`config.mk`:
```
export PLATFORM = sky130hd
export DESIGN_NAME = hsl2rgb_back
export DESIGN_NICKNAME = d
export VERILOG_FILES = /design/src/hw/rtl/hsl2rgb_pkg.sv /design/src/hw/rtl/hsl2rgb_back.sv
export SDC_FILE = /design/constraint.sdc
export NUM_CORES = 2
export LEC_CHECK = 0
export ABC_AREA = 1
export BUFFER_PORTS_ARGS = -buffer_cell sky130_fd_sc_hd__buf_2
export CAP_MARGIN = 25
export CELL_PAD_IN_SITES_DETAIL_PLACEMENT = 2
export CELL_PAD_IN_SITES_GLOBAL_PLACEMENT = 2
export CORE_UTILIZATION = 43
export CTS_CLUSTER_SIZE = 25
export DETAILED_ROUTE_END_ITERATION = 7
export PLACE_DENSITY_LB_ADDON = 0.1
export SLEW_MARGIN = 15
export SYNTH_ARGS = -nofsm -noshare
export SYNTH_HDL_FRONTEND = slang
export SYNTH_SLANG_ARGS = --single-unit
```
`constraint.sdc`:
```
create_clock -name clk -period 11.9 [get_ports clk]
set_input_delay 1.785 -clock clk [delete_from_list [all_inputs] [get_ports clk]]
set_output_delay 1.785 -clock clk [all_outputs]
set_load 0.05 [all_outputs]
```
`src/hw/rtl/hsl2rgb_pkg.sv`:
```
// shared types, constants and helpers for the hsl to rgb converter
`default_nettype none

package hsl2rgb_pkg;

  // fixed-point format of all pixel fields
  localparam int FRAC_BITS = 16;
  localparam int FIELD_W   = 16;
  localparam int NUM_CH    = 3;

  // internal widths: q, p and their difference carry 2*FRAC_BITS fraction bits
  localparam int WIDE_W = 2 * FRAC_BITS + 1;
  localparam int X_W    = FRAC_BITS + 1;
  localparam int U_W    = FRAC_BITS + 4;
  localparam int PROD_W = WIDE_W + X_W;
  localparam int SUM_W  = WIDE_W + 1;
  localparam int RES_W  = SUM_W - FRAC_BITS;

  // queue between front and back
  localparam int Q_DEPTH = 4;
  localparam int Q_PTR_W = $clog2(Q_DEPTH);
  localparam int Q_CNT_W = Q_PTR_W + 1;

  // hue position constants, six units per full circle
  localparam logic [U_W-1:0] ONE_U   = U_W'(1) << FRAC_BITS;
  localparam logic [U_W-1:0] THREE_U = U_W'(3) << FRAC_BITS;
  localparam logic [U_W-1:0] FOUR_U  = U_W'(4) << FRAC_BITS;
  localparam logic [U_W-1:0] SIX_U   = U_W'(6) << FRAC_BITS;

  // per-channel hue offsets: red +1/3, green 0, blue -1/3 (as +2/3)
  localparam logic [NUM_CH-1:0][U_W-1:0] CH_OFFSET = {
    U_W'(4) << FRAC_BITS,
    U_W'(0),
    U_W'(2) << FRAC_BITS
  };

  localparam logic [FIELD_W-1:0] HALF_L    = FIELD_W'(1) << (FRAC_BITS - 1);
  localparam logic [SUM_W-1:0]   ROUND_ADD = SUM_W'(1) << (FRAC_BITS - 1);
  localparam logic [RES_W-1:0]   FIELD_MAX = RES_W'({FIELD_W{1'b1}});

  typedef struct packed {
    logic [FIELD_W-1:0] hue;
    logic [FIELD_W-1:0] saturation;
    logic [FIELD_W-1:0] lightness;
  } hsl_pix_t;

  typedef struct packed {
    logic [FIELD_W-1:0] red;
    logic [FIELD_W-1:0] green;
    logic [FIELD_W-1:0] blue;
  } rgb_pix_t;

  // classified pixel: v = p + (a * x) >> FRAC_BITS per channel
  typedef struct packed {
    logic [WIDE_W-1:0]              p;
    logic [WIDE_W-1:0]              a;
    logic [NUM_CH-1:0][X_W-1:0]     x;
  } ramp_item_t;

  // ramp weight for one channel: 0 in the p segment, one in the q segment, a linear ramp between
  function automatic logic [X_W-1:0] ramp_weight(input logic [U_W-1:0] base,
                                                 input logic [U_W-1:0] offset);
    logic [U_W-1:0] u;
    logic [U_W-1:0] w;
    u = base + offset;
    if (u >= SIX_U) begin
      u = u - SIX_U;
    end
    if (u < ONE_U) begin
      w = u;
    end else if (u < THREE_U) begin
      w = ONE_U;
    end else if (u < FOUR_U) begin
      w = FOUR_U - u;
    end else begin
      w = '0;
    end
    return w[X_W-1:0];
  endfunction

endpackage

`default_nettype wire

```
`src/hw/rtl/hsl2rgb_back.sv`:
```
// back part: ramp products, rounding, saturation and output register
`default_nettype none

module hsl2rgb_back (
  input  wire logic                     clk,
  input  wire logic                     rst_n,
  input  wire logic                     q_nonempty,
  input  wire hsl2rgb_pkg::ramp_item_t  q_head,
  output logic                          pop,
  output logic                          out_valid,
  input  wire logic                     out_stall,
  output hsl2rgb_pkg::rgb_pix_t         out_data
);

  logic b1_v_r, ov_r;
  logic rdy_b1, rdy_b2;

  logic [hsl2rgb_pkg::WIDE_W-1:0]                         b1_p_r;
  logic [hsl2rgb_pkg::NUM_CH-1:0][hsl2rgb_pkg::PROD_W-1:0] b1_prod_r, b1_prod_nxt;
  logic [hsl2rgb_pkg::NUM_CH-1:0][hsl2rgb_pkg::FIELD_W-1:0] res_nxt;
  hsl2rgb_pkg::rgb_pix_t od_r;

  // handshake chain
  assign rdy_b2    = !ov_r || !out_stall;
  assign rdy_b1    = !b1_v_r || rdy_b2;
  assign pop       = q_nonempty && rdy_b1;
  assign out_valid = ov_r;
  assign out_data  = od_r;

  always_ff @(posedge clk) begin
    if (!rst_n) begin
      b1_v_r <= 1'b0;
      ov_r   <= 1'b0;
    end else begin
      if (rdy_b1) b1_v_r <= q_nonempty;
      if (rdy_b2) ov_r   <= b1_v_r;
    end
  end

  // one multiplier per channel: (q - p) times weight
  always_comb begin
    for (int ch = 0; ch < hsl2rgb_pkg::NUM_CH; ch++) begin
      b1_prod_nxt[ch] = hsl2rgb_pkg::PROD_W'(q_head.a) * hsl2rgb_pkg::PROD_W'(q_head.x[ch]);
    end
  end

  always_ff @(posedge clk) begin
    if (rdy_b1) begin
      b1_p_r    <= q_head.p;
      b1_prod_r <= b1_prod_nxt;
    end
  end

  // add base, round half up, clamp to field maximum
  always_comb begin
    logic [hsl2rgb_pkg::SUM_W-1:0] v;
    logic [hsl2rgb_pkg::RES_W-1:0] r;
    for (int ch = 0; ch < hsl2rgb_pkg::NUM_CH; ch++) begin
      v = hsl2rgb_pkg::SUM_W'(b1_p_r)
        + b1_prod_r[ch][hsl2rgb_pkg::PROD_W-1:hsl2rgb_pkg::FRAC_BITS]
        + hsl2rgb_pkg::ROUND_ADD;
      r = v[hsl2rgb_pkg::SUM_W-1:hsl2rgb_pkg::FRAC_BITS];
      if (r > hsl2rgb_pkg::FIELD_MAX) begin
        res_nxt[ch] = hsl2rgb_pkg::FIELD_MAX[hsl2rgb_pkg::FIELD_W-1:0];
      end else begin
        res_nxt[ch] = r[hsl2rgb_pkg::FIELD_W-1:0];
      end
    end
  end

  always_ff @(posedge clk) begin
    if (rdy_b2) begin
      od_r.red   <= res_nxt[0];
      od_r.green <= res_nxt[1];
      od_r.blue  <= res_nxt[2];
    end
  end

endmodule

`default_nettype wire

```
* Yosys cells after proc, flatten, opt, wreduce, memory -nomap -nowiden
Cells that the tools add are included.
Storage, ports and cells: register bits after elaboration 233, word-level logic and storage cells 27, bits of input ports 121, output and inout bits 50
Operators by class: multipliers 3, magnitude comparators 3, reduce and logical (&&, ||, !) cells 6, add/sub/neg operators 6
Operator list (number):
- $mul 33x17->50 | 3
- $add 33x34->34 | 3
- $add 34x16->34 const B | 3
- $gt 18x16->1 const B | 3
- $logic_not 1->1 | 3
- $logic_or 1x1->1 | 2
- $logic_and 1x1->1 | 1

* Logic depth before layout (Yosys ltp)
word-level depth 4, mapped depth 29, depth with buffers taken out 27

* Worst setup path before layout
No wires, ideal clock.
path kind input-to-output, start in out_stall, end out pop, setup slack 4151 ps, stages on the path 3, data required time 10115 ps, path buffers 0, arrival time 5964 ps, path through nand3_1 -> nand2_1 -> inv_1
On the way: longest elaborated chain between the ends 4
Ends and longest elaborated chain:
- start, declared | RTL line hsl2rgb_back.sv:11 | input wire logic out_stall,
- $logic_not 1->1 | RTL line hsl2rgb_back.sv:24 | assign rdy_b2 = !ov_r || !out_stall;
- $logic_or 1x1->1 | RTL line hsl2rgb_back.sv:24
- $logic_or 1x1->1 | RTL line hsl2rgb_back.sv:25 | assign rdy_b1 = !b1_v_r || rdy_b2;
- $logic_and 1x1->1 | RTL line hsl2rgb_back.sv:26 | assign pop = q_nonempty && rdy_b1;
- end, declared | RTL line hsl2rgb_back.sv:9 | output logic pop,
Every way passes these cells.

==> impl_results.md <==
- Status: finished clean
- Std cell rows: between 100 and 150
- Fmax: 120 MHz
- Drt initial violations: 3923
- CP max-delay cell: buf_2
- Yosys warns: 0
- Area growth syn-to-layout: 4.26%
- Arr. time, crit path: 8590 ps
- RR Startpoint: b1_p_r[23]
- First-pass GRT wire length: 459 mm
- Cells after DPL: 11447
- Fraction of registers with async set/reset: 0
- Final count of negative-setup-slack endpoints: 0
- CP max stage delay: 700 ps
- Detailed Route WL: approximately 300 mm
- Grt ovf: 0
- Worst R2R Setup Slack: 8650 ps
- Clock skew: roughly 29 ps
- Syn Inst Count: 9480
- RD Place Congestion: 0.937
- Postcts setup bufs: 0
- Hold Path Depth: 2
- Most frequent cell after synthesis: nand2_1
- Total die area: 165000 um2
- Latest clock arrival within the worst-skew pair: 550 ps
- Die Y: 406 um
- Initial antenna violation count: 11
- Core Util, Final: 0.454
- Final instance area: 73200 um2
- RSZ-0062 raised after global routing: false
- Hold buffer count at cts: 0
- Critical path class: input port to flop
- Syn avg cell area: 7.41 um2
- Max FO, Critical Path: 26
- Synthesized Nets: 11542
- Gr usage total: 0.376
- Worst slew margin: 0.228
- CTS resizes: 0
- Mapped Area: 70200 um2
- Yosys top cell area share: 0.395
- Clock root buffer: clkbuf_16
- Number of global-route vias before repair: between 70000 and 80000
- Clock-pin slew on the worst setup and hold paths: 90 ps
- Half-perimeter wire length after placement: 243 mm
- Cts bufs inserted: 17
- Vias post-DR: between 60000 and 70000
- Synth area leader: fa_1
- CTS tree: built
- Via density: 5.48
- Final nets: 11370
- Post-layout min period: about 8300 ps
- Top FF cell, synth: edfxtp_1
- Die Width: 406 um
- Register area share after synthesis: 0.0788
- Dpl cell area: about 73000 um2
- Number of synthesized flops with an enable pin: 183
- Post-DRT Antenna Nets: 0
- Avg WL per Cell: 26.4 um
- Hold Path Origin: b1_v_r
- CTS max path bufs: 2
- Initial Util: 0.435
- #FFs+latches synth: between 150 and 200
- Htree depth: 4
- Drt drc: 0
- CORE AREA: 161000 um2
- Req. time, crit path: 12150 ps
- Crit share post-route: 0.701
- Top post-synthesis cells by area: fa_1, nand2_1, inv_1
- Cells along the critical path: buf_2 > buf_4 > nand2_1 > fa_1 > fa_1 > fa_1 > inv_1 > fa_1 > fa_1 > inv_1 > fa_1 > inv_1 > ha_1 > a21oi_1 > o21ai_0 > nand2_1 > nand2_1 > o21bai_1 > a21oi_1 > xnor2_1
- Max Cap Violations: 0
- Fin cells: roughly 11000
- R2r worst-path depth: 10
- Critical path's most frequent cell: fa_1
- IO Count: 171
- Share of cells above drive strength 1: 0.0367
- Final hold vios: 0
- Synth cell count leaders: nand2_1, inv_1, fa_1, ha_1, nor2_1
- DR pass1 iterations: 6
- CTS Sinks: 185
- Hold EP: out_valid
- Hold Crit Class: flop to flop
- Fin Setup TNS: 0 ps
- Max-slew violations: 0
- Worst R2R End: out_data[3]
- Largest net degree at the start of global routing: 60
- Crit. End Element: flop
- CP startpoint kind: input port
- Measured slew at the worst slew-check pin: 1160 ps
- Library cells used by synthesis: 48
- PortBufs: 170
-- registers in the layout, summed over array words and instances, names as in the netlist --
signal	count
b1_prod_r	102
out_data	48
b1_p_r	33
b1_v_r	1
out_valid	1
-- cell families (layout without fill, tap and decap cells) --
| kind of cell | Yosys count | after routing | share of synthesized area |
|---|---|---|---|
| adder cells (fa/ha/maj) | 1941 | 1941 | 0.494 |
| flip-flops | 185 | 185 | 0.0788 |
| AO/OA/AOI/OAI | 493 | 493 | 0.0390 |
| XOR/XNOR | 76 | 76 | 0.00948 |
| AND/OR/NAND/NOR | 3654 | 3654 | 0.210 |
| other | 0 | 8 | 0 |
| buffers and inverters | 3131 | 2972 | 0.169 |
-- final cells by class --
class	count	area, um2
timing repair buffer	212	1220
sequential	185	5540
inverter	2728	10200
multi-input combinational	6164	52900
tap	2160	2700
clock inverter	15	198
fill	19137	88100
clock buffer	17	425
antenna	8	20.0
-- stage by stage --
step,hold WS (ps),setup WS (ps)
6_report,495,3560
5_1_grt,519,3430
4_1_cts,498,3800
3_5_place_dp,484,3220
3_3_place_gp,469,3410
2_1_floorplan,427,4150
-- worst max-delay path by stage --
stage	end	slack [ps]	startpoint	cells after the start
final	b1_prod_r[79]	3560	q_head[71]	20
after global routing	b1_prod_r[79]	3430	q_head[71]	20
after CTS	b1_prod_r[145]	3800	q_head[79]	24
after detailed placement	b1_prod_r[145]	3220	q_head[79]	24
after global placement	b1_prod_r[79]	3410	q_head[71]	20
after floorplan	pop	4150	out_stall	3
-- routing by layer --
metal | part of all wire | up-vias | GRT usage
met5 | 0.000076 | - | 0
li1 | - | 26785 | -
met3 | 0.059 | 693 | 0.0459
met1 | 0.42 | 33184 | 0.494
met2 | 0.47 | 2258 | 0.621
met4 | 0.046 | 4 | 0.166
-- placed cells by master (no fill, tap or decap), types with 19 or more instances in the layout --
| cell type | instances |
|---|---|
| buf_2 | 167 |
| edfxtp_1 | 183 |
| nor2_1 | 442 |
| xor2_1 | 50 |
| o21ai_0 | 113 |
| o21ai_1 | 21 |
| xnor2_1 | 26 |
| inv_1 | 2712 |
| a21oi_1 | 250 |
| buf_4 | 42 |
| nand4_2 | 30 |
| o21bai_1 | 35 |
| fa_1 | 1386 |
| nand3_1 | 168 |
| nand2_1 | 2810 |
| nor3_1 | 55 |
| nand4_1 | 63 |
| nand2_2 | 19 |
| ha_1 | 555 |
| nand3b_1 | 20 |
-- critical path: cells and delay by family --
family	cells	cell delay, ps
adders and majority gates	7	3500
AOI/OAI and AO/OA	4	1200
buffers and inverters	5	1430
and+or+nand+nor	3	350
xor gates and xnor gates	1	250
Power is left out: the tool's default activity adds up to more than one toggle a clock period on the data nets, which glitch-free logic cannot reach.
