==> config.mk <==
export PLATFORM = sky130hd
export DESIGN_NAME = hsl2rgb_front
export DESIGN_NICKNAME = d
export VERILOG_FILES = /design/src/hw/rtl/hsl2rgb_pkg.sv /design/src/hw/rtl/hsl2rgb_front.sv
export SDC_FILE = /design/constraint.sdc
export NUM_CORES = 1
export LEC_CHECK = 0
export ABC_AREA = 1
export CORE_MARGIN = 3
export CORE_UTILIZATION = 55
export DETAILED_ROUTE_END_ITERATION = 8
export DONT_BUFFER_PORTS = 1
export GPL_TIMING_DRIVEN = 0
export MAX_ROUTING_LAYER = met4
export PLACE_DENSITY_LB_ADDON = 0.12
export SLEW_MARGIN = 20
export SYNTH_ARGS = -nofsm -noshare
export SYNTH_HDL_FRONTEND = slang
export SYNTH_SLANG_ARGS = --single-unit
==> constraint.sdc <==
create_clock -name clk -period 23.5 [get_ports clk]
set_input_delay 4.7 -clock clk [delete_from_list [all_inputs] [get_ports clk]]
set_output_delay 4.7 -clock clk [all_outputs]
set_load 0.1 [all_outputs]
==> src/hw/rtl/hsl2rgb_pkg.sv <==
// shared types, constants and helpers for the hsl to rgb converter
`default_nettype none

package hsl2rgb_pkg;

  // fixed-point format of all pixel fields
  localparam int FRAC_BITS = 16;
  localparam int FIELD_W   = 16;
  localparam int NUM_CH    = 3;

  // internal widths: q, p and their difference carry 2*FRAC_BITS fraction bits
  localparam int WIDE_W = 2 * FRAC_BITS + 1;
  localparam int X_W    = FRAC_BITS + 1;
  localparam int U_W    = FRAC_BITS + 4;
  localparam int PROD_W = WIDE_W + X_W;
  localparam int SUM_W  = WIDE_W + 1;
  localparam int RES_W  = SUM_W - FRAC_BITS;

  // queue between front and back
  localparam int Q_DEPTH = 4;
  localparam int Q_PTR_W = $clog2(Q_DEPTH);
  localparam int Q_CNT_W = Q_PTR_W + 1;

  // hue position constants, six units per full circle
  localparam logic [U_W-1:0] ONE_U   = U_W'(1) << FRAC_BITS;
  localparam logic [U_W-1:0] THREE_U = U_W'(3) << FRAC_BITS;
  localparam logic [U_W-1:0] FOUR_U  = U_W'(4) << FRAC_BITS;
  localparam logic [U_W-1:0] SIX_U   = U_W'(6) << FRAC_BITS;

  // per-channel hue offsets: red +1/3, green 0, blue -1/3 (as +2/3)
  localparam logic [NUM_CH-1:0][U_W-1:0] CH_OFFSET = {
    U_W'(4) << FRAC_BITS,
    U_W'(0),
    U_W'(2) << FRAC_BITS
  };

  localparam logic [FIELD_W-1:0] HALF_L    = FIELD_W'(1) << (FRAC_BITS - 1);
  localparam logic [SUM_W-1:0]   ROUND_ADD = SUM_W'(1) << (FRAC_BITS - 1);
  localparam logic [RES_W-1:0]   FIELD_MAX = RES_W'({FIELD_W{1'b1}});

  typedef struct packed {
    logic [FIELD_W-1:0] hue;
    logic [FIELD_W-1:0] saturation;
    logic [FIELD_W-1:0] lightness;
  } hsl_pix_t;

  typedef struct packed {
    logic [FIELD_W-1:0] red;
    logic [FIELD_W-1:0] green;
    logic [FIELD_W-1:0] blue;
  } rgb_pix_t;

  // classified pixel: v = p + (a * x) >> FRAC_BITS per channel
  typedef struct packed {
    logic [WIDE_W-1:0]              p;
    logic [WIDE_W-1:0]              a;
    logic [NUM_CH-1:0][X_W-1:0]     x;
  } ramp_item_t;

  // ramp weight for one channel: 0 in the p segment, one in the q segment, a linear ramp between
  function automatic logic [X_W-1:0] ramp_weight(input logic [U_W-1:0] base,
                                                 input logic [U_W-1:0] offset);
    logic [U_W-1:0] u;
    logic [U_W-1:0] w;
    u = base + offset;
    if (u >= SIX_U) begin
      u = u - SIX_U;
    end
    if (u < ONE_U) begin
      w = u;
    end else if (u < THREE_U) begin
      w = ONE_U;
    end else if (u < FOUR_U) begin
      w = FOUR_U - u;
    end else begin
      w = '0;
    end
    return w[X_W-1:0];
  endfunction

endpackage

`default_nettype wire

==> src/hw/rtl/hsl2rgb_front.sv <==
// front part: takes pixels, forms q, p and per-channel ramp weights
`default_nettype none

module hsl2rgb_front (
  input  wire logic                   clk,
  input  wire logic                   rst_n,
  input  wire logic                   in_valid,
  output logic                        in_stall,
  input  wire hsl2rgb_pkg::hsl_pix_t  in_data,
  input  wire logic                   q_full,
  output logic                        push,
  output hsl2rgb_pkg::ramp_item_t     push_item
);

  // stage valids
  logic s1_v_r, s2_v_r, s3_v_r;
  logic rdy1, rdy2, rdy3;

  // stage 1: lightness times saturation, six times hue
  logic [hsl2rgb_pkg::FIELD_W-1:0]   s1_s_r, s1_l_r;
  logic [2*hsl2rgb_pkg::FIELD_W-1:0] s1_ls_r, s1_ls_nxt;
  logic [hsl2rgb_pkg::U_W-1:0]       s1_base_r, s1_base_nxt;

  // stage 2: q and weights
  logic [hsl2rgb_pkg::FIELD_W-1:0]                         s2_l_r;
  logic [hsl2rgb_pkg::WIDE_W-1:0]                          s2_q_r, s2_q_nxt;
  logic [hsl2rgb_pkg::NUM_CH-1:0][hsl2rgb_pkg::X_W-1:0]    s2_x_r, s2_x_nxt;

  // stage 3: p and q minus p
  hsl2rgb_pkg::ramp_item_t s3_item_r, s3_item_nxt;

  // handshake chain
  assign rdy3     = !s3_v_r || !q_full;
  assign rdy2     = !s2_v_r || rdy3;
  assign rdy1     = !s1_v_r || rdy2;
  assign in_stall = !rdy1;
  assign push     = s3_v_r && !q_full;
  assign push_item = s3_item_r;

  always_ff @(posedge clk) begin
    if (!rst_n) begin
      s1_v_r <= 1'b0;
      s2_v_r <= 1'b0;
      s3_v_r <= 1'b0;
    end else begin
      if (rdy1) s1_v_r <= in_valid;
      if (rdy2) s2_v_r <= s1_v_r;
      if (rdy3) s3_v_r <= s2_v_r;
    end
  end

  // stage 1 math
  always_comb begin
    logic [hsl2rgb_pkg::U_W-1:0] h;
    h = hsl2rgb_pkg::U_W'(in_data.hue[hsl2rgb_pkg::FRAC_BITS-1:0]);
    s1_ls_nxt = (2*hsl2rgb_pkg::FIELD_W)'(in_data.lightness)
              * (2*hsl2rgb_pkg::FIELD_W)'(in_data.saturation);
    s1_base_nxt = (h << 2) + (h << 1);
  end

  always_ff @(posedge clk) begin
    if (rdy1) begin
      s1_s_r    <= in_data.saturation;
      s1_l_r    <= in_data.lightness;
      s1_ls_r   <= s1_ls_nxt;
      s1_base_r <= s1_base_nxt;
    end
  end

  // stage 2 math: q by lightness half, weights by hue segment
  always_comb begin
    logic [hsl2rgb_pkg::WIDE_W-1:0] l_w, s_w, ls_w;
    l_w  = hsl2rgb_pkg::WIDE_W'(s1_l_r);
    s_w  = hsl2rgb_pkg::WIDE_W'(s1_s_r);
    ls_w = hsl2rgb_pkg::WIDE_W'(s1_ls_r);
    if (s1_l_r < hsl2rgb_pkg::HALF_L) begin
      s2_q_nxt = (l_w << hsl2rgb_pkg::FRAC_BITS) + ls_w;
    end else begin
      s2_q_nxt = ((l_w + s_w) << hsl2rgb_pkg::FRAC_BITS) - ls_w;
    end
    for (int ch = 0; ch < hsl2rgb_pkg::NUM_CH; ch++) begin
      s2_x_nxt[ch] = hsl2rgb_pkg::ramp_weight(s1_base_r, hsl2rgb_pkg::CH_OFFSET[ch]);
    end
  end

  always_ff @(posedge clk) begin
    if (rdy2) begin
      s2_l_r <= s1_l_r;
      s2_q_r <= s2_q_nxt;
      s2_x_r <= s2_x_nxt;
    end
  end

  // stage 3 math: p = 2l - q, a = q - p
  always_comb begin
    logic [hsl2rgb_pkg::WIDE_W-1:0] l2;
    l2 = hsl2rgb_pkg::WIDE_W'(s2_l_r) << (hsl2rgb_pkg::FRAC_BITS + 1);
    s3_item_nxt.p = l2 - s2_q_r;
    s3_item_nxt.a = (s2_q_r << 1) - l2;
    s3_item_nxt.x = s2_x_r;
  end

  always_ff @(posedge clk) begin
    if (rdy3) begin
      s3_item_r <= s3_item_nxt;
    end
  end

endmodule

`default_nettype wire

Yosys cells after proc, flatten, opt, wreduce, memory -nomap -nowiden

Cells that the tools add are included.

$add $sub $neg: 14
Order comparisons: 13
Reduce and logical (&&, ||, !) cells: 9
Multipliers: 1
Mux-type cells: 13

Operators with widths:

| cell                     | count |
|---|---|
| $mux W17                 | 9 |
| $sub A33 B33 Y33         | 2 |
| $ge A20 B19 Y1 const B   | 3 |
| $lt A20 B17 Y1 const B   | 3 |
| $lt A20 B18 Y1 const B   | 3 |
| $lt A20 B19 Y1 const B   | 3 |
| $mux W20                 | 3 |
| $sub A20 B19 Y20 const B | 3 |
| $sub A1 B17 Y17 const A  | 3 |
| $add A32 B32 Y33         | 1 |
| $mux W33                 | 1 |
| $sub A33 B32 Y33         | 1 |
| $mul A16 B16 Y32         | 1 |
| $add A20 B18 Y20 const B | 1 |
| $add A20 B19 Y20 const B | 1 |
| $add A18 B17 Y19         | 1 |
| $add A16 B16 Y17         | 1 |
| $lt A16 B16 Y1 const B   | 1 |
| $logic_not A1 Y1         | 5 |
| $logic_or A1 B1 Y1       | 3 |
| $logic_and A1 B1 Y1      | 1 |

Register bits after elaboration: 304
Word-level logic and storage cells: 67
Input bits: 52

Longest topological paths before layout

Word-level depth: 7
Gate-level depth with buffers: 27
Depth with buffers taken out: 25

Least setup slack after synthesis

No wires, ideal clock.

Path kind: input -> output
From: input q_full
To: output in_stall
Setup slack: 8.324 ns
Arrival time: 10.476 ns
Required time: 18.800 ns
Cell stages on the path: 4
Buffers on the path: 0
Cells stage by stage: nand2_1 nor2_1 inv_1 nor2_1

Cells in the longest elaborated chain, start to end: 5

RTL lines:

| what               | RTL line            | RTL |
|---|---|---|
| start, declared    | hsl2rgb_front.sv:10 | `input wire logic q_full,` |
| $logic_not A1 Y1   | hsl2rgb_front.sv:33 | `assign rdy3 = !s3_v_r \|\| !q_full;` |
| $logic_or A1 B1 Y1 | hsl2rgb_front.sv:33 |  |
| $logic_or A1 B1 Y1 | hsl2rgb_front.sv:34 | `assign rdy2 = !s2_v_r \|\| rdy3;` |
| via rdy2           | hsl2rgb_front.sv:17 | `logic rdy1, rdy2, rdy3;` |
| $logic_or A1 B1 Y1 | hsl2rgb_front.sv:35 | `assign rdy1 = !s1_v_r \|\| rdy2;` |
| $logic_not A1 Y1   | hsl2rgb_front.sv:36 | `assign in_stall = !rdy1;` |
| end, declared      | hsl2rgb_front.sv:8  | `output logic in_stall,` |

The timed path passes the listed nets, and every way through them passes these cells.

Worst setup path in the final report

Ends and elaborated chain as after synthesis.

==> qor.yml <==
synthCells: 3091
yosysUniqueCellTypes: 46
chipWidth_um: 223
synthXorXnorAreaFrac_pct: 3.45
max_slew_margin_pct: 29.7
antenna_found_initial: 2
max_freq_ghz: 0.0927
clk_latency_ns: 0.59
totalWireLength_um: 67900
grt_pass1_vias: 20627
async_flop_share_pct: 0
postCtsResizedCells: 0
clk_pin_slew_ns: 0.06
setup_viol: 0
rows: 78
hpwl_um: 56700
synth.top_cell.area_share_pct: 33.8
ff2ff_path_depth: 18
hold_path_depth: 0
rrSetupSlack_ns: 19.68
post_cts_buffers: 0
final_common_cell: "nand2_1"
ys_seq_elements: 294
cts_tree: "yes"
min_period_ns: 10.79
grt_pass1_wl_um: 108000
dieArea_um2: 49700
drc: 0
cts_sinks: 294
initialDrtViolationCount: 1389
yosys_warnings: 0
numCtsBuffers: 31
wl_per_cell_um: 18.1
worstPathArrival_ns: 6.09
place_congestion: 0.963
fin_util_pct: 60.6
synth_ff_type: "edfxtp_1"
worstMarginPinSlew_ns: 1.05
clockBufferDepth: 3
synth_top_cells_by_area: "edfxtp_1 (34%), fa_1 (15%), nand2_1 (12%)"
vias_per_cell: 5.41
cp_max_fo: 36
synth_fa_ha_area_share_pct: 25.3
area_delta_synth_final_pct: 7.41
rsz0062_at_grt: "no"
cts-hold-fix-buffers: 0
htree_levels: 1
io_pins: 171
nNetsFinal: 3587
synth-compound-area-share_pct: 6.01
first_pass_iters: 6
hold_violations: 0
start_kind: "input port"
crit_type: "in2out"
synth_edf_count: 291
synth_top_family_by_area: "adder cells"
synth-simple-area-share_pct: 20.3
syn_area_um2: 25900
grt_overflow_total: 0
vias: 20344
grt_max_degree: 65
end_kind: "output pin"
synth_area_per_cell_um2: 8.37
skew_ns: 0.0103
layout-drive-gt1-share_pct: 3.11
core_um2: 45900
min_path_type: "reg2reg"
yosysTopAreaCell: "edfxtp_1"
grtUsageTotal_pct: 28.2
status: "finished clean"
start_util_pct: 56.4
port_buffers: 0
die_h_um: 223
cp.required_ns: 18.80
synth_mux_area_share_pct: 0
period_share_pct: 45.9
drv_slew: 0
tns_ns: 0
cts_root_buf: "clkbuf_16"
max_cap_viol_count: 0
final_cell_mix: "nand2_1 (816), inv_1 (647), edfxtp_1 (291), ha_1 (206), fa_1 (198)"
ys_seq_area_share_pct: 34.0
detail-route-antenna-nets: 0
==> area by class of cell <==
class                           instances  area [um^2]
Clock inverter                         22          204
Inverter                              654         2460
Sequential cell                       294         8800
Buffer                                 86          368
Fill cell                            4121        18100
Antenna cell                            4         10.0
Tap cell                              600          751
Multi-Input combinational cell       2060        14300
Timing Repair Buffer                    4          103
Clock buffer                           36          815
==> layer usage <==
layer / GRT usage (%) / up-vias / share of wire [%]
met4: 10.2 / 0 / 3.9
met5: - / - / 0
li1: - / 9825 / -
met3: 2.97 / 143 / 5.4
met1: 34.6 / 9743 / 41
met2: 48.7 / 633 / 50
==> cells in the mapped netlist (11+ instances only) <==
cell,number
nand3_1,137
ha_1,206
nand3b_1,11
inv_1,649
xnor2_1,19
nand2_1,817
xor2_1,83
a21o_1,11
nor2_1,191
clkbuf_1,72
edfxtp_1,291
fa_1,198
a21oi_1,142
o21ai_1,12
o22ai_1,14
o21bai_1,17
nand4_1,57
o21ai_0,69
nor3_1,26
==> path summary, 6_finish.rpt <==
check,start,endpoint
min,s2_x_r[44],push_item[44]
min reg2reg,s2_x_r[44],push_item[44]
max,q_full,in_stall
max reg2reg,s1_l_r[0],s2_q_r[29]
==> per-stage QoR <==
stage | setup slack [ns] | cells | cell area [um^2] | hold WS (ns)
final | 12.71 | 3760 | 27800 | 0.418
after global routing | 12.59 | 3760 | 27800 | 0.420
after CTS | 12.68 | 3756 | 27800 | 0.419
after detailed placement | 12.34 | 3698 | 26800 | 0.405
after global placement | 6.52 | 3694 | 26600 | 0.401
after floorplan | 8.32 | 3094 | 25900 | 0.400
==> state kept, by name, indices dropped and copies added (netlist names) <==
name,cells
s1_ls_r,32
s1_base_r,18
s3_v_r,1
s2_q_r,33
s1_s_r,16
s2_v_r,1
s1_v_r,1
push_item,112
s2_l_r,16
s2_x_r,48
s1_l_r,16
==> cell families (layout without fill, tap and decap cells) <==
group	Yosys count	after routing
simple gates	1266	1266
buf+inv	740	802
fa+ha+maj	404	404
flops	294	294
compound gates	284	284
xor+xnor	102	102
other cells	1	8
==> critical path, stage by stage <==
cell and delay [ns]:
nand2_4 0.23, nor2_1 0.28, inv_4 0.23, nor2_4 0.61
Power is not shown: default switching activity piles up to over one toggle a cycle in this logic, so the estimate is an artifact.
