==> config.mk <==
export PLATFORM = sky130hd
export DESIGN_NAME = hsl2rgb_queue
export DESIGN_NICKNAME = d
export VERILOG_FILES = /design/src/hw/rtl/hsl2rgb_pkg.sv /design/src/hw/rtl/hsl2rgb_queue.sv
export SDC_FILE = /design/constraint.sdc
export NUM_CORES = 1
export LEC_CHECK = 0
export CAP_MARGIN = 5
export CORE_MARGIN = 3
export CORE_UTILIZATION = 51
export DETAILED_ROUTE_END_ITERATION = 10
export DONT_BUFFER_PORTS = 1
export PLACE_DENSITY = 0.66
export SLEW_MARGIN = 15
export SYNTH_ARGS = -nofsm -noshare
export SYNTH_HDL_FRONTEND = slang
export SYNTH_SLANG_ARGS = --single-unit
==> constraint.sdc <==
create_clock -name clk -period 4.22 [get_ports clk]
set_input_delay 0.422 -clock clk [delete_from_list [all_inputs] [get_ports clk]]
set_output_delay 0.422 -clock clk [all_outputs]
set_load 0.05 [all_outputs]
==> src/hw/rtl/hsl2rgb_pkg.sv <==
// shared types, constants and helpers for the hsl to rgb converter
`default_nettype none

package hsl2rgb_pkg;

  // fixed-point format of all pixel fields
  localparam int FRAC_BITS = 16;
  localparam int FIELD_W   = 16;
  localparam int NUM_CH    = 3;

  // internal widths: q, p and their difference carry 2*FRAC_BITS fraction bits
  localparam int WIDE_W = 2 * FRAC_BITS + 1;
  localparam int X_W    = FRAC_BITS + 1;
  localparam int U_W    = FRAC_BITS + 4;
  localparam int PROD_W = WIDE_W + X_W;
  localparam int SUM_W  = WIDE_W + 1;
  localparam int RES_W  = SUM_W - FRAC_BITS;

  // queue between front and back
  localparam int Q_DEPTH = 4;
  localparam int Q_PTR_W = $clog2(Q_DEPTH);
  localparam int Q_CNT_W = Q_PTR_W + 1;

  // hue position constants, six units per full circle
  localparam logic [U_W-1:0] ONE_U   = U_W'(1) << FRAC_BITS;
  localparam logic [U_W-1:0] THREE_U = U_W'(3) << FRAC_BITS;
  localparam logic [U_W-1:0] FOUR_U  = U_W'(4) << FRAC_BITS;
  localparam logic [U_W-1:0] SIX_U   = U_W'(6) << FRAC_BITS;

  // per-channel hue offsets: red +1/3, green 0, blue -1/3 (as +2/3)
  localparam logic [NUM_CH-1:0][U_W-1:0] CH_OFFSET = {
    U_W'(4) << FRAC_BITS,
    U_W'(0),
    U_W'(2) << FRAC_BITS
  };

  localparam logic [FIELD_W-1:0] HALF_L    = FIELD_W'(1) << (FRAC_BITS - 1);
  localparam logic [SUM_W-1:0]   ROUND_ADD = SUM_W'(1) << (FRAC_BITS - 1);
  localparam logic [RES_W-1:0]   FIELD_MAX = RES_W'({FIELD_W{1'b1}});

  typedef struct packed {
    logic [FIELD_W-1:0] hue;
    logic [FIELD_W-1:0] saturation;
    logic [FIELD_W-1:0] lightness;
  } hsl_pix_t;

  typedef struct packed {
    logic [FIELD_W-1:0] red;
    logic [FIELD_W-1:0] green;
    logic [FIELD_W-1:0] blue;
  } rgb_pix_t;

  // classified pixel: v = p + (a * x) >> FRAC_BITS per channel
  typedef struct packed {
    logic [WIDE_W-1:0]              p;
    logic [WIDE_W-1:0]              a;
    logic [NUM_CH-1:0][X_W-1:0]     x;
  } ramp_item_t;

  // ramp weight for one channel: 0 in the p segment, one in the q segment, a linear ramp between
  function automatic logic [X_W-1:0] ramp_weight(input logic [U_W-1:0] base,
                                                 input logic [U_W-1:0] offset);
    logic [U_W-1:0] u;
    logic [U_W-1:0] w;
    u = base + offset;
    if (u >= SIX_U) begin
      u = u - SIX_U;
    end
    if (u < ONE_U) begin
      w = u;
    end else if (u < THREE_U) begin
      w = ONE_U;
    end else if (u < FOUR_U) begin
      w = FOUR_U - u;
    end else begin
      w = '0;
    end
    return w[X_W-1:0];
  endfunction

endpackage

`default_nettype wire

==> src/hw/rtl/hsl2rgb_queue.sv <==
// short queue of classified pixels between front and back
`default_nettype none

module hsl2rgb_queue (
  input  wire logic                     clk,
  input  wire logic                     rst_n,
  input  wire logic                     push,
  input  wire hsl2rgb_pkg::ramp_item_t  push_item,
  input  wire logic                     pop,
  output logic                          full,
  output logic                          nonempty,
  output hsl2rgb_pkg::ramp_item_t       head
);

  hsl2rgb_pkg::ramp_item_t slot_r [hsl2rgb_pkg::Q_DEPTH];
  logic [hsl2rgb_pkg::Q_PTR_W-1:0] wr_ptr_r, rd_ptr_r;
  logic [hsl2rgb_pkg::Q_CNT_W-1:0] count_r, count_nxt;

  assign full     = (count_r == hsl2rgb_pkg::Q_CNT_W'(hsl2rgb_pkg::Q_DEPTH));
  assign nonempty = (count_r != '0);
  assign head     = slot_r[rd_ptr_r];

  // occupancy
  always_comb begin
    count_nxt = count_r;
    if (push && !pop) count_nxt = count_r + 1'b1;
    if (pop && !push) count_nxt = count_r - 1'b1;
  end

  always_ff @(posedge clk) begin
    if (!rst_n) begin
      wr_ptr_r <= '0;
      rd_ptr_r <= '0;
      count_r  <= '0;
    end else begin
      if (push) wr_ptr_r <= wr_ptr_r + 1'b1;
      if (pop)  rd_ptr_r <= rd_ptr_r + 1'b1;
      count_r <= count_nxt;
    end
  end

  // storage
  always_ff @(posedge clk) begin
    if (push) slot_r[wr_ptr_r] <= push_item;
  end

  a_no_push_full: assert property (@(posedge clk) disable iff (!rst_n) push |-> !full)
    else $error("queue written while full");
  a_no_pop_empty: assert property (@(posedge clk) disable iff (!rst_n) pop |-> nonempty)
    else $error("queue read while empty");
  a_count_bound: assert property (@(posedge clk) disable iff (!rst_n)
      count_r <= hsl2rgb_pkg::Q_CNT_W'(hsl2rgb_pkg::Q_DEPTH))
    else $error("queue count beyond depth");
  a_ptr_track: assert property (@(posedge clk) disable iff (!rst_n)
      (wr_ptr_r - rd_ptr_r) == count_r[hsl2rgb_pkg::Q_PTR_W-1:0])
    else $error("queue pointers disagree with count");

endmodule

`default_nettype wire

After elaboration in Yosys (flattened, before gate mapping)
Memories as Yosys holds them, arrays and structs flattened. A register that Yosys moved wholly into a read port is not among the register bits.
Cells that the tools add are included.
- add/subtract/negate cells: 4
- multiply operators: 0
- divide/modulo/power cells: 0
- order comparisons: 0
- eq/ne operators: 1
- shift-type cells: 0
- mux-type cells: 6
- bitwise gates (word level): 0
- reductions and logical operators: 6
- operator list (cell ; count):
    3-bit 2-to-1 mux ; 2
    2-bit by 1-bit adder with 2-bit output (second input constant) ; 2
    2-bit 2-to-1 mux ; 2
    3-bit by 1-bit adder with 3-bit output (second input constant) ; 1
    3-bit equality test (second input constant) ; 1
    3-bit nonzero test ; 1
    3-bit by 1-bit subtractor with 3-bit output (second input constant) ; 1
    1-bit logical AND ; 2
    1-bit zero test ; 2
    1-bit 2-to-1 mux ; 2
    2-bit nonzero test ; 1
- register bits after elaboration: 7
- bits in latches: 0
- RAM bits: 468
- bits in read-only memories: 0
- output and inout port bits: 119
- memories: 1
- memory list (memory ; words ; bits a word ; rd ports ; clocked after memory_dff ; write ports ; line ; source):
    slot_r ; 4 ; 117 ; 1 ; 1 ; 1 ; hsl2rgb_queue.sv:15 ; hsl2rgb_pkg::ramp_item_t slot_r [hsl2rgb_pkg::Q_DEPTH];

Logic depth before layout (Yosys ltp)
Gate-level depths: netlist (run 1).
- depth in word-level cells: 4
- depth in mapped cells: 7
- gate-level depth less buffers: 7

Least setup slack after synthesis (run 1)
OpenSTA, ideal clock, no wires.
- path type: register to register
- start: register wr_ptr_r[0] (netlist name)
- end: memory slot_r[0][0] (netlist name), enable pin
- library setup time: 489 ps
- arrival: 3232 ps
- slack: 498 ps
- cell stages (with the launch flop): 4
- period minus slack after synthesis: 3722 ps
- cell sequence: dfxtp_1 > inv_1 > ha_1 > and2_1
- RTL lines (item ; line ; source):
    from (decl) ; hsl2rgb_queue.sv:16 ; logic [hsl2rgb_pkg::Q_PTR_W-1:0] wr_ptr_r, rd_ptr_r;
    from (signal assigned) ; hsl2rgb_queue.sv:36 ; if (push) wr_ptr_r <= wr_ptr_r + 1'b1;
    to (decl) ; hsl2rgb_queue.sv:15 ;
No word-level cell before the write port.

==> results.cfg, run 1 <==
[status]
status = completed

[grt]
overflow = 0
grt_pass1_vias = 8110
grt_pass1_wl_mm = 49.03
antenna_found_initial = 2
grt_max_degree = 67
gr-usage-all-layers_pct = 17.67

[timing]
period_minus_slack_ns = 2.882
hold_violations = 0
fin_ws_ns = 1.338
relSlewSlack_pct = 34.31
fmax_ghz = 0.3470
grt_setup_unrepaired = no
timing.hold.ws_ns = 0.03514
drv_slew = 0
finalSetupViolations = 0
fin_setup_tns_ns = 0
tightest_slew_ns = 0.9854
period_share_pct = 68.30
finClkSkew_ns = 0.01628

[worst_setup_path]
rrSetupSlack_ns = 2.05
path_buf_inv = 1
start_kind = register
crit_type = register to output pin
slowest_delay_ns = 0.90
cp.arrival_ns = 2.46
slowest_stage = dfxtp_4
end_kind = output pin
path_cells = buf_12, mux4_2
crit_fanout = 64
path_delay_family = flip-flops
r2r-start = wr_ptr_r[0]
reg2reg_depth = 3
r2r_end = slot_r[3][110]
crit_required_ns = 3.80

[clock_network]
cts_tree = done
clk_latency_ns = 0.53
cts_buffers = 46
htree_levels = 2
clk_path_buf_depth = 3
clkSinkCount = 477
cts_post_setup_buffers_inserted = 0
cts_root_buf = clkbuf_16
clk_pin_slew_worst_paths_ns = 0.06

[pwr]
p_leak_nw = 6.411
p_per_area_mw_per_mm2 = 527.9
p_total_mw = 10.82
ir_drop_uv = 433.9

[worst_hold_path]
min_to = count_r[1]
min_path_cells = 1
hold_start = rst_n
hold_path_class = primary input to register

[route]
drc_errors = 0
drtPass1Iterations = 4
routed_wl_mm = 31.74
vias = 7374
wl_per_cell_um = 24.72
ant_nets = 0
drtIter0Drc = 497
via_per_inst = 5.743

[finish]
syn_to_final_growth_pct = 18.48
drive_gt1_share_pct = 22.74
final_cells = 1284
fillers = 2138
final_util_pct = 62.19
nNetsFinal = 931
fin_area_mm2 = 0.02049

[synth]
syn_inst = 657
yosysWarningCount = 0
ys_types = 20
avgSynthCellArea_um2 = 26.32
synth_area_mm2 = 0.01730
yosysSeqAreaShare_pct = 82.30
ys_ff_latch = 477
syn_nets = 784

[die]
start_util_pct = 52.49
core-area_mm2 = 0.03295
rows = 66
die_area_mm2 = 0.03616
die_w_um = 190.2
ios = 240
die_h_um = 190.2

[placed_design]
portBuffers = 0
routabilityCongestion = 0.7571
dp_cells = 1080
hpwl_mm = 18.48
pre_cts_slack_ns = 1.897
placed_area_mm2 = 0.01785

[job]
max_cap_violations = 0
## cell usage after synthesis
cell	n	area (um2)
edfxtp_1	468	14050
mux4_2	117	2635
buf_2	13	65.06
and2_1	10	62.56
dfxtp_1	9	180.2
clkbuf_1	7	26.28
inv_1	6	22.52
buf_6	5	56.30
ha_1	5	62.56
xor2_1	3	26.28
nand2_1	2	7.510
o21ai_0	2	10.01
or3_1	2	12.51
xnor2_1	2	17.52
a21boi_0	1	7.510
and3_1	1	6.260
buf_4	1	7.510
fa_1	1	20.02
mux2i_1	1	10.01
nor2b_1	1	6.260
## worst max path at each step
stage	start	to	slack [ns]	depth (start not counted)
2_1_floorplan	wr_ptr_r[0]	slot_r[0][0]	0.50	3
3_3_place_gp	register	head[93]	1.93	2
3_5_place_dp	register	head[61]	1.90	2
4_1_cts	register	head[76]	1.31	2
5_1_grt	register	head[57]	1.23	2
6_report	register	head[57]	1.34	2
## sequential cells by signal, summed over array words and instances (netlist names), named ones only
| register | cells |
|---|---|
| slot_r | 468 |
| count_r | 3 |
| wr_ptr_r | 2 |
| rd_ptr_r | 2 |
## metal layers
metal  up-vias  GRT usage (%)  routed length, um
met5         -              0                  0
li1       3120              -                  -
met2       322          27.61              15120
met1      3886          24.12              12870
met3        46          6.486               3157
met4         0          4.431                589
## power by group
part	switching, mW	internal (mW)	leakage (nW)	total [mW]
clock network	1.60	2.30	0.709	3.90
logic	1.01	0.380	1.33	1.39
registers	0.0811	5.44	4.37	5.53
total	2.69	8.12	6.41	10.8
## placed cells by master (no fill, tap or decap), types with 2 or more instances in the layout
cell	Yosys	layout
clkbuf_16	0	49
o21ai_0	2	2
mux4_2	117	117
clkbuf_1	7	13
edfxtp_1	468	468
or3_1	2	2
nand2_1	2	2
diode_2	0	2
bufinv_16	0	3
dlygate4sd3_1	0	118
xnor2_1	2	2
buf_12	0	7
ha_1	5	5
and2_4	0	4
dfxtp_1	9	7
clkinv_2	0	7
inv_1	6	6
dfxtp_4	0	2
and2_1	10	6
clkinv_1	0	10
xor2_1	3	3
## cell type report
type | count | area (um2) | share of cell area, %
multi-input combinational | 148 | 2894 | 14.12
clock inverter | 22 | 178.9 | 0.8732
antenna | 2 | 5.005 | 0.02442
clock buffer | 62 | 1275 | 6.222
sequential | 477 | 14240 | 69.50
inverter | 6 | 22.52 | 0.1099
timing repair buffer | 125 | 1321 | 6.448
tap | 442 | 553.0 | 2.699
## kinds of logic (layout without fill, tap and decap cells)
family,after synthesis,after routing,share of synthesized area [%]
compound gates,3,3,0.1013
xor+xnor,5,5,0.2532
fa+ha+maj,6,6,0.4775
buf+inv,32,215,1.027
flops,477,477,82.30
mux,118,118,15.29
other cells,0,2,0
simple gates,16,16,0.5499
## what timing repair did
item                      4_1_cts  5_1_grt
hold endpoints to repair      473        0
hold buffers                  118        0
resized for setup               0        0
No activity file was read; power rests on OpenSTA's default activity.
==> inputs of run 2 (changes only) <==
==> constraint.sdc (replaced) <==
create_clock -name clk -period 2.7 [get_ports clk]
set_input_delay 0.27 -clock clk [delete_from_list [all_inputs] [get_ports clk]]
set_output_delay 0.27 -clock clk [all_outputs]
set_load 0.05 [all_outputs]
==> run 2 against run 1 <==
Core utilization rose by 0.51 points. Die area is the same. Via count grew 0.20%. Routed wire length is 2.5% higher. First-iteration DRC count shrank 3.6%. Global-route usage is 0.62 points higher. Largest cell class unchanged. Largest power group unchanged. Highest routed layer is now met5.
==> results.cfg, run 2 (synthesized netlist as in run 1, its figures left out) <==
[route]
routed_wl_mm = 32.54
drtIter0Drc = 479
wl_per_cell_um = 25.15
via_per_inst = 5.710
ant_nets = 0
drtPass1Iterations = 4
drc_errors = 0
vias = 7389

[worst_setup_path]
crit_fanout = 53
crit_type = register to output pin
start_kind = register
r2r_end = slot_r[2][80]
rrSetupSlack_ns = 0.87
end_kind = output pin
cp.arrival_ns = 2.13
crit_required_ns = 2.43
r2r-start = wr_ptr_r[0]
reg2reg_depth = 4

[timing]
relSlewSlack_pct = 62.46
period_minus_slack_ns = 2.399
hold_violations = 0
grt_setup_unrepaired = no
fin_ws_ns = 0.3011
tightest_slew_ns = 0.5631
fin_setup_tns_ns = 0
finClkSkew_ns = 0.01097
drv_slew = 0
finalSetupViolations = 0
period_share_pct = 88.85
fmax_ghz = 0.4169

[pwr]
p_per_area_mw_per_mm2 = 825.5
swShare_pct = 25.38
comb_power_share_pct = 13.2
internal_power_mw = 12.73
p_sw_mw = 4.329
pwr-share-clk_pct = 36.3
pwr-share-seq_pct = 50.5
ir_drop_uv = 547.8
p_leak_nw = 6.486

[status]
status = completed

[placed_design]
portBuffers = 0
dp_cells = 1087
placed_area_mm2 = 0.01797
pre_cts_slack_ns = 0.8596
routabilityCongestion = 0.7446
hpwl_mm = 18.83

[worst_hold_path]
min_path_cells = 3
min_to = count_r[2]
hold_path_class = primary input to register
hold_start = pop

[die]
ios = 240
die_area_mm2 = 0.03616
start_util_pct = 52.49
rows = 66
core-area_mm2 = 0.03295
die_h_um = 190.2
die_w_um = 190.2

[clock_network]
cts_tree = done
clk_pin_slew_worst_paths_ns = 0.06
clkSinkCount = 477
clk_latency_ns = 0.56
cts_post_setup_buffers_inserted = 0
htree_levels = 2
clk_path_buf_depth = 3
cts_root_buf = clkbuf_16
cts_buffers = 48
post_cts_resized = 0

[finish]
drive_gt1_share_pct = 23.76
fin_area_mm2 = 0.02066
final_cells = 1294
syn_to_final_growth_pct = 19.45
nNetsFinal = 943
final_common_cell = edfxtp_1
final_util_pct = 62.70
final_cell_mix = edfxtp_1 (468), dlygate4sd3_1 (121), mux4_2 (117), clkbuf_16 (49)
top_regs = slot_r x468, count_r x3
largest_register_ffs = 468
largest-register = slot_r

[grt]
grt_pass1_vias = 8146
grt_pass1_wl_mm = 49.65
gr-usage-all-layers_pct = 18.28
antenna_found_initial = 3
overflow = 0
grt_max_degree = 54

[job]
max_cap_violations = 0
[run 2: stage by stage]
stage | hold slack [ns] | total power, mW
after floorplan | 0.3689 | 10.51
after global placement | 0.3690 | 10.78
after detailed placement | 0.3690 | 10.82
after CTS | 0.1230 | 17.26
after global routing | 0.1878 | 17.64
final | 0.1921 | 17.05
[run 2: how the worst max path moves through the flow]
stage                 from             to  cells after the start
2_1_floorplan  wr_ptr_r[0]   slot_r[2][0]                      3
3_3_place_gp      register       head[43]                      2
3_5_place_dp   wr_ptr_r[0]  slot_r[0][63]                      4
4_1_cts           register       head[86]                      2
5_1_grt           register       head[79]                      2
6_report          register       head[79]                      2
[run 2: area by class of cell]
type	count	area, um2
antenna	2	5.005
clock buffer	56	1252
clock inverter	28	224.0
fill	2132	12290
inverter	6	22.52
multi-input combinational	148	2894
sequential	477	14240
tap	442	553.0
timing repair buffer	135	1466
[run 2: routing by layer]
layer	track usage, %	vias up	routed length [um]	share of wire, %
met3	6.191	44	3120	9.6
met2	29.57	314	16440	51
met1	23.56	3881	12280	38
li1	-	3148	-	-
met5	0	-	13	0.040
met4	6.351	2	686	2.1
[run 2: power by group through the flow]
stage               combinational [mW]  clock [mW]  sequential (mW)
finish                            2.26        6.19             8.60
detailed placement                2.06           0             8.76
CTS                               2.29        6.36             8.61
global route                      2.36        6.65             8.63
floorplan                         1.78           0             8.73
global placement                  2.04           0             8.74
[run 2: timing repair]
action                                 in CTS  in global routing
hold buffers                              121                  0
setup endpoints to repair                   0                  0
endpoints found under the hold margin     477                  0
[run 2: critical path, cell delays in order (launching register included)]
cell and delay, ns:
dfxtp_4 0.38, buf_12 0.35, mux4_2 0.75
